## config.mk

```make
export PLATFORM = sky130hd
export DESIGN_NAME = servo_target_map_and_slew_core
export DESIGN_NICKNAME = d
export VERILOG_FILES = /design/src/rtl/stms_pkg.sv /design/src/rtl/servo_target_map_and_slew_core.sv
export SDC_FILE = /design/constraint.sdc
export NUM_CORES = 1
export LEC_CHECK = 0
export ABC_AREA = 1
export BUFFER_PORTS_ARGS = -buffer_cell sky130_fd_sc_hd__clkbuf_2
export CAP_MARGIN = 20
export CORE_MARGIN = 3
export CORE_UTILIZATION = 52
export CTS_CLUSTER_DIAMETER = 60
export CTS_CLUSTER_SIZE = 20
export DETAILED_ROUTE_END_ITERATION = 10
export PLACE_DENSITY = 0.75
export SYNTH_ARGS = -nofsm -noshare
export SYNTH_HDL_FRONTEND = slang
export SYNTH_SLANG_ARGS = --single-unit
```

## constraint.sdc

```tcl
create_clock -name aclk -period 10.15 [get_ports aclk]
set_input_delay 1.015 -clock aclk [delete_from_list [all_inputs] [get_ports aclk]]
set_output_delay 1.015 -clock aclk [all_outputs]
set_load 0.005 [all_outputs]
```

## src/rtl/stms_pkg.sv

```systemverilog
`timescale 1ns / 1ps

package stms_pkg;

    typedef logic [7:0] angle_t;

    typedef enum logic [2:0] {
        ST_IDLE,
        ST_MUL,
        ST_DIV,
        ST_MAP,
        ST_EMIT
    } state_t;

    localparam int unsigned SERVOS    = 4;
    localparam int unsigned CFG_REGS  = 2 * SERVOS;
    localparam int unsigned RAW_FULL  = 1023;
    localparam int unsigned SLEW_STEP = 3;
    localparam int unsigned ANGLE_MAX = 180;
    localparam int unsigned QUO_BITS  = 8;
    localparam int unsigned REM_BITS  = 18;

    // servo number of the claw, which gets no slewing
    localparam logic [2:0] CLAW_ID = 3'd4;

    localparam angle_t LO_RESET  [SERVOS] = '{8'd40,  8'd100, 8'd10,  8'd25};
    localparam angle_t HI_RESET  [SERVOS] = '{8'd160, 8'd150, 8'd160, 8'd52};
    localparam angle_t POS_RESET [SERVOS] = '{8'd160, 8'd100, 8'd75,  8'd27};

endpackage

```

## src/rtl/servo_target_map_and_slew_core.sv

```systemverilog
`timescale 1ns / 1ps

// Servo target mapping with slew limiting.
// Input channel (s_*): one beat carries a servo number (1..4) and a raw 10-bit
// command. Beats with any other servo number are taken and dropped.
// The command is mapped into the servo's range from the config registers:
// target = raw*(hi-lo)/1023 + lo, truncated toward zero, capped at 180.
// Servos 1..3 step from their stored position toward the target by 3 degrees;
// each step is one beat on the result channel (m_*), m_run_end marks the last.
// Servo 4 (claw) gets one beat with the target.
// The input beat passes three steps (multiply, divide-by-1023, map) before the
// first result, then one result per cycle while m_ready is high. One
// command at a time: s_ready is low from acceptance until the last result
// beat is taken. A dropped beat leaves the block idle with s_ready high.
// A stalled receiver holds the result beat.
// Config port (cfg_*): always ready, index 0..7 = left/right/base/grip
// low/high; indices 8..15 are ignored. Write only while idle.
// Reset (aresetn low, synchronous) restores default ranges and positions
// 160, 100, 75, 27 and returns to idle.

module servo_target_map_and_slew_core (
    input  logic       aclk,
    input  logic       aresetn,

    input  logic       s_valid,
    output logic       s_ready,
    input  logic [3:0] s_servo_select,
    input  logic [9:0] s_raw_command,

    output logic       m_valid,
    input  logic       m_ready,
    output logic [2:0] m_servo_id,
    output logic [7:0] m_angle_out,
    output logic       m_run_end,

    input  logic       cfg_valid,
    output logic       cfg_ready,
    input  logic [3:0] cfg_index,
    input  logic [7:0] cfg_data
);

    stms_pkg::state_t state_reg, state_next;

    stms_pkg::angle_t lo_reg  [stms_pkg::SERVOS];
    stms_pkg::angle_t hi_reg  [stms_pkg::SERVOS];
    stms_pkg::angle_t cur_reg [stms_pkg::SERVOS];

    logic [2:0]                      sel_reg, sel_next;
    logic [9:0]                      raw_reg, raw_next;
    logic                            neg_reg, neg_next;
    logic [stms_pkg::REM_BITS-1:0]   rem_reg, rem_next;
    logic [stms_pkg::QUO_BITS-1:0]   quo_reg, quo_next;
    logic signed [9:0]               pos_reg, pos_next;
    stms_pkg::angle_t                tgt_reg, tgt_next;
    logic                            up_reg, up_next;

    logic [1:0]                      slot;
    logic                            sel_ok;
    logic                            in_beat, out_beat, cfg_beat;
    logic signed [8:0]               diff_s;
    logic signed [19:0]              prod;
    logic [19:0]                     prod_mag;
    logic [stms_pkg::REM_BITS-1:0]   div_sum;
    logic [stms_pkg::QUO_BITS-1:0]   div_quo;
    logic signed [9:0]               quo_s;
    logic signed [9:0]               map_sum;
    stms_pkg::angle_t                map_tgt;
    logic signed [9:0]               tgt_s;
    logic signed [9:0]               pos_up, pos_dn;
    logic                            is_claw;
    logic                            last;

    assign slot    = sel_reg[1:0] - 2'd1;
    assign sel_ok  = s_servo_select inside {[4'd1:4'd4]};
    assign in_beat  = s_valid && s_ready;
    assign out_beat = m_valid && m_ready;
    assign cfg_beat = cfg_valid && cfg_ready;
    assign is_claw  = (sel_reg == stms_pkg::CLAW_ID);

    // ---------------- next state ----------------
    always_comb begin
        state_next = state_reg;
        case (state_reg)
            stms_pkg::ST_IDLE: begin
                if (in_beat && sel_ok) state_next = stms_pkg::ST_MUL;
            end
            stms_pkg::ST_MUL:  state_next = stms_pkg::ST_DIV;
            stms_pkg::ST_DIV:  state_next = stms_pkg::ST_MAP;
            stms_pkg::ST_MAP:  state_next = stms_pkg::ST_EMIT;
            stms_pkg::ST_EMIT: begin
                if (out_beat && last) state_next = stms_pkg::ST_IDLE;
            end
            default:           state_next = stms_pkg::ST_IDLE;
        endcase
    end

    // ---------------- handshake outputs ----------------
    always_comb begin
        s_ready   = (state_reg == stms_pkg::ST_IDLE);
        m_valid   = (state_reg == stms_pkg::ST_EMIT);
        cfg_ready = 1'b1;
    end

    // ---------------- datapath ----------------
    assign diff_s   = $signed({1'b0, hi_reg[slot]}) - $signed({1'b0, lo_reg[slot]});
    assign prod     = $signed({1'b0, raw_reg}) * diff_s;
    assign prod_mag = prod[19] ? 20'(-prod) : 20'(prod);

    // x / 1023 == (x + (x >> 10) + 1) >> 10 over the whole product range
    assign div_sum = rem_reg
                   + {{(stms_pkg::REM_BITS - 8){1'b0}}, rem_reg[stms_pkg::REM_BITS-1:10]}
                   + {{(stms_pkg::REM_BITS - 1){1'b0}}, 1'b1};
    assign div_quo = div_sum[stms_pkg::REM_BITS-1:10];

    assign quo_s   = neg_reg ? -$signed({2'b00, quo_reg}) : $signed({2'b00, quo_reg});
    assign map_sum = $signed({2'b00, lo_reg[slot]}) + quo_s;
    always_comb begin
        if (map_sum < 10'sd0)
            map_tgt = '0;
        else if (map_sum > $signed(10'(stms_pkg::ANGLE_MAX)))
            map_tgt = 8'(stms_pkg::ANGLE_MAX);
        else
            map_tgt = map_sum[7:0];
    end

    assign tgt_s  = $signed({2'b00, tgt_reg});
    assign pos_up = pos_reg + $signed(10'(stms_pkg::SLEW_STEP));
    assign pos_dn = pos_reg - $signed(10'(stms_pkg::SLEW_STEP));
    assign last   = is_claw || (up_reg ? (pos_up > tgt_s) : (pos_dn < tgt_s));

    always_comb begin
        sel_next = sel_reg;
        raw_next = raw_reg;
        neg_next = neg_reg;
        rem_next = rem_reg;
        quo_next = quo_reg;
        pos_next = pos_reg;
        tgt_next = tgt_reg;
        up_next  = up_reg;
        case (state_reg)
            stms_pkg::ST_IDLE: begin
                if (in_beat) begin
                    sel_next = s_servo_select[2:0];
                    raw_next = s_raw_command;
                end
            end
            stms_pkg::ST_MUL: begin
                neg_next = prod[19];
                rem_next = prod_mag[stms_pkg::REM_BITS-1:0];
            end
            stms_pkg::ST_DIV: begin
                quo_next = div_quo;
            end
            stms_pkg::ST_MAP: begin
                tgt_next = map_tgt;
                up_next  = (map_tgt > cur_reg[slot]);
                pos_next = is_claw ? $signed({2'b00, map_tgt})
                                   : $signed({2'b00, cur_reg[slot]});
            end
            stms_pkg::ST_EMIT: begin
                if (out_beat) pos_next = up_reg ? pos_up : pos_dn;
            end
            default: ;
        endcase
    end

    assign m_servo_id  = sel_reg;
    assign m_angle_out = pos_reg[7:0];
    assign m_run_end   = last;

    always_ff @(posedge aclk) begin
        if (!aresetn) begin
            state_reg <= stms_pkg::ST_IDLE;
            for (int i = 0; i < stms_pkg::SERVOS; i++) begin
                lo_reg[i]  <= stms_pkg::LO_RESET[i];
                hi_reg[i]  <= stms_pkg::HI_RESET[i];
                cur_reg[i] <= stms_pkg::POS_RESET[i];
            end
        end else begin
            state_reg <= state_next;
            // index bit 3 set means beyond the register list
            if (cfg_beat && !cfg_index[3]) begin
                if (cfg_index[0]) hi_reg[cfg_index[2:1]] <= cfg_data;
                else              lo_reg[cfg_index[2:1]] <= cfg_data;
            end
            if (out_beat && last) cur_reg[slot] <= tgt_reg;
        end
    end

    always_ff @(posedge aclk) begin
        sel_reg <= sel_next;
        raw_reg <= raw_next;
        neg_reg <= neg_next;
        rem_reg <= rem_next;
        quo_reg <= quo_next;
        pos_reg <= pos_next;
        tgt_reg <= tgt_next;
        up_reg  <= up_next;
    end

`ifndef SYNTHESIS
    a_one_at_a_time: assert property (@(posedge aclk) disable iff (!aresetn)
        !(s_ready && m_valid))
        else $error("input ready while a result beat is pending");

    a_idle_after_last: assert property (@(posedge aclk) disable iff (!aresetn)
        (m_valid && m_ready && m_run_end) |=> s_ready)
        else $error("block not idle after last beat of a run");

    a_run_continues: assert property (@(posedge aclk) disable iff (!aresetn)
        (m_valid && m_ready && !m_run_end) |=> (m_valid && m_servo_id == $past(m_servo_id)))
        else $error("run broken before its last beat");

    a_angle_range: assert property (@(posedge aclk) disable iff (!aresetn)
        m_valid |-> (m_angle_out <= 8'(stms_pkg::ANGLE_MAX)))
        else $error("angle above maximum");

    a_claw_single: assert property (@(posedge aclk) disable iff (!aresetn)
        (m_valid && m_servo_id == stms_pkg::CLAW_ID) |-> m_run_end)
        else $error("claw run longer than one beat");
`endif

endmodule

```

==> impl_metrics.csv <==
group,metric,value,unit
floorplanning,io_pins,46,
synthesis,yosys.area_share.simple,21.91,%
critical_path,max_stage_delay,0.71,ns
critical_path,slowest_stage,"xnor2_1",
global_route,track_usage,22.95,%
final_layout,final_area,13480,um2
final_layout,fill_cells,2015,
global_route,grt_pass1_wl,47180,um
sta,fin_ws,1.177,ns
floorplanning,num_rows,55,
drt,drc,0,
clock_tree,clk_pin_slew_worst_paths,0.07,ns
floorplanning,die_h,160.0,um
synthesis,syn_area,12330,um2
place,detailedPlace.worstSlack,1.363,ns
sta,period_share,88.40,%
drt,vias,9701,
critical_path,path_max_fanout,35,
synthesis,syn_avg_cell_area,8.663,um2
clock_tree,clockBufferDepth,2,
critical_path,crit_path_end_kind,"flip-flop",
global_route,first_global_vias,9470,
drt,ant_nets,0,
place,dp_hpwl,22110,um
floorplanning,initial_core_util,53.64,%
global_route,gr-total-overflow,0,
critical_path,critPathKind,"flip-flop to flip-flop",
synthesis,synth_cells,1423,
critical_path,cp_data_required_time,10.31,ns
synthesis,synth_edf_count,155,
critical_path,cp.arrival,9.14,ns
synthesis,synth_top_family_by_area,"simple AND/OR/NAND/NOR gates",
synthesis,synth_seq_cells,158,
synthesis,synthFlopType,"edfxtp_1",
final_layout,fin_util,58.65,%
clock_tree,cts_made_buffers,17,
final_layout,drive_gt1_share,8.452,%
place,gp_congestion,0.9200,
worst_hold_path,hold_path.class,"flip-flop to flip-flop",
global_route,antenna_found_initial,0,
critical_path,start_kind,"flip-flop",
sta,worstMarginPinSlew,1.097,ns
sta,totalNegativeSetupSlack,0,ns
synthesis,yosys_warnings,0,
sta,slew_violations,0,
drt,totalWireLength,28770,um
sta,finClkSkew,0.01172,ns
clock_tree,h-tree-depth,4,
drt,vias_per_cell,5.414,
synthesis,synthMuxAreaShare,0,%
final_layout,n_antenna_cell,0,
final_layout,multiInputGateArea,6513,um2
final_layout,ff_latch_area,4715,um2
drt,first_pass_iters,6,
floorplanning,die_x,160.0,um
synthesis,yosysSeqAreaShare,38.24,%
sta,setup_viol,0,
synthesis,synth_fp_nets,1622,
sta,hold_viol,0,
place,detailed_place.area,12810,um2
synthesis,synth_compound_area_share,6.658,%
sta,rsz0062_at_grt,"false",
drt,wl_per_cell,16.06,um
synthesis,synthXorXnorAreaFrac,3.542,%
clock_tree,holdBufCountCts,0,
clock_tree,clock_latency,0.43,ns
status,status,"completed",
place,io_buffers,44,
floorplanning,dieArea,25590,um2
sta,period_minus_slack,8.973,ns
run,cap_violations,0,
clock_tree,clock-sinks,158,
drt,drt_iter0_drc,839,
global_route,grt_max_degree,36,
synthesis,synth_cell_types,52,
sta,fmax,0.1114,GHz
clock_tree,cts_tree,"yes",
final_layout,nets,1665,
clock_tree,clockRootBuffer,"clkbuf_16",
synthesis,synth-async-reset-ratio,0,%
synthesis,synth_fa_ha_area_share,20.64,%
final_layout,area_growth_syn_to_layout,9.347,%
floorplanning,core_region_area,22980,um2
clock_tree,cts_setup_buffers,0,
clock_tree,ctsResizeCount,0,
sta,slew_headroom,26.34,%
-- cells in the mapped netlist (4+ instances only) --
master,n,area share [%]
nand2_1,323,9.8
inv_1,234,7.1
nor2_1,181,5.5
edfxtp_1,155,38
ha_1,109,11
fa_1,59,9.6
nand3_1,58,2.4
a21oi_1,54,2.2
xor2_1,36,2.6
o21ai_0,26,1.1
nor3_1,23,0.93
nand4_1,17,0.86
o22ai_1,16,0.81
buf_4,12,0.73
xnor2_1,12,0.85
a31oi_1,10,0.51
clkbuf_1,10,0.30
o221ai_1,9,0.64
nor2_2,7,0.36
o21bai_1,7,0.43
buf_2,6,0.24
inv_2,5,0.15
or2_2,5,0.25
nand3b_1,4,0.24
-- cell type report --
| cell class | instances | area share, % |
|---|---|---|
| Multi-Input combinational cell | 990 | 48.31 |
| Sequential cell | 158 | 34.97 |
| Inverter | 243 | 6.803 |
| Clock buffer | 17 | 3.156 |
| Tap cell | 313 | 2.905 |
| Timing Repair Buffer | 56 | 2.246 |
| Clock inverter | 15 | 1.606 |
-- worst max-delay path: cells and delay by family (launching register included) --
family / cells / cell delay (ns)
AOI/OAI and AO/OA: 6 / 1.07
and+or+nand+nor: 10 / 1.33
adders and majority gates: 8 / 3.60
DFF: 1 / 0.33
xor gates and xnor gates: 2 / 0.87
buffers and inverters: 8 / 1.49
-- metal layers --
metal  vias to the layer above  track usage [%]  wire length [um]
li1                       4706                -                 -
met1                      4554            30.73             12170
met2                       400            38.33             14020
met3                        41            4.073              2008
met4                         0            6.903               569
met5                         -                0                 0
-- cell usage in the layout (no fill, tap or decap), types with 4 or more instances in the layout --
master     count
a21oi_1       54
a31oi_1       10
buf_4          7
clkbuf_16     17
clkbuf_2      45
edfxtp_1     155
fa_1          59
ha_1         109
inv_1        234
inv_2          5
inv_6          4
inv_8          4
nand2_1      323
nand3_1       58
nand3b_1       4
nand4_1       17
nor2_1       181
nor2_2         7
nor3_1        22
o21ai_0       26
o21bai_1       7
o221ai_1       9
o22ai_1       16
or2_2          5
xnor2_1       12
xor2_1        36
-- worst paths after layout --
kind         depth (start not counted)                      start                   endpoint  slack (ns)
max reg2reg                         34    m_servo_id[0]$_DFFE_PP_       rem_reg[5]$_DFFE_PP_        1.18
max                                 34    m_servo_id[0]$_DFFE_PP_       rem_reg[5]$_DFFE_PP_        1.18
min reg2reg                          3  state_reg[0]$_SDFFE_PN0P_  state_reg[0]$_SDFFE_PN0P_        0.65
min                                  3  state_reg[0]$_SDFFE_PN0P_  state_reg[0]$_SDFFE_PN0P_        0.65
-- through the flow --
| stage | instances | hold slack (ns) |
|---|---|---|
| global route | 1792 | 0.6660 |
| detailed placement | 1755 | 0.6327 |
| CTS | 1787 | 0.6433 |
| finish | 1792 | 0.6480 |
| global placement | 1755 | 0.6311 |
| floorplan | 1423 | 0.5447 |
-- cell families (layout without fill, tap and decap cells) --
logic type                 count (synthesis)  count (layout)
AOI/OAI and AO/OA                        137             137
other                                      1               1
adders and majority gates                168             168
and+or+nand+nor                          635             635
DFF                                      158             158
xor gates and xnor gates                  49              49
buffers and inverters                    275             331
Power is not shown: default switching activity piles up to over one toggle a cycle in this logic, so the estimate is an artifact.
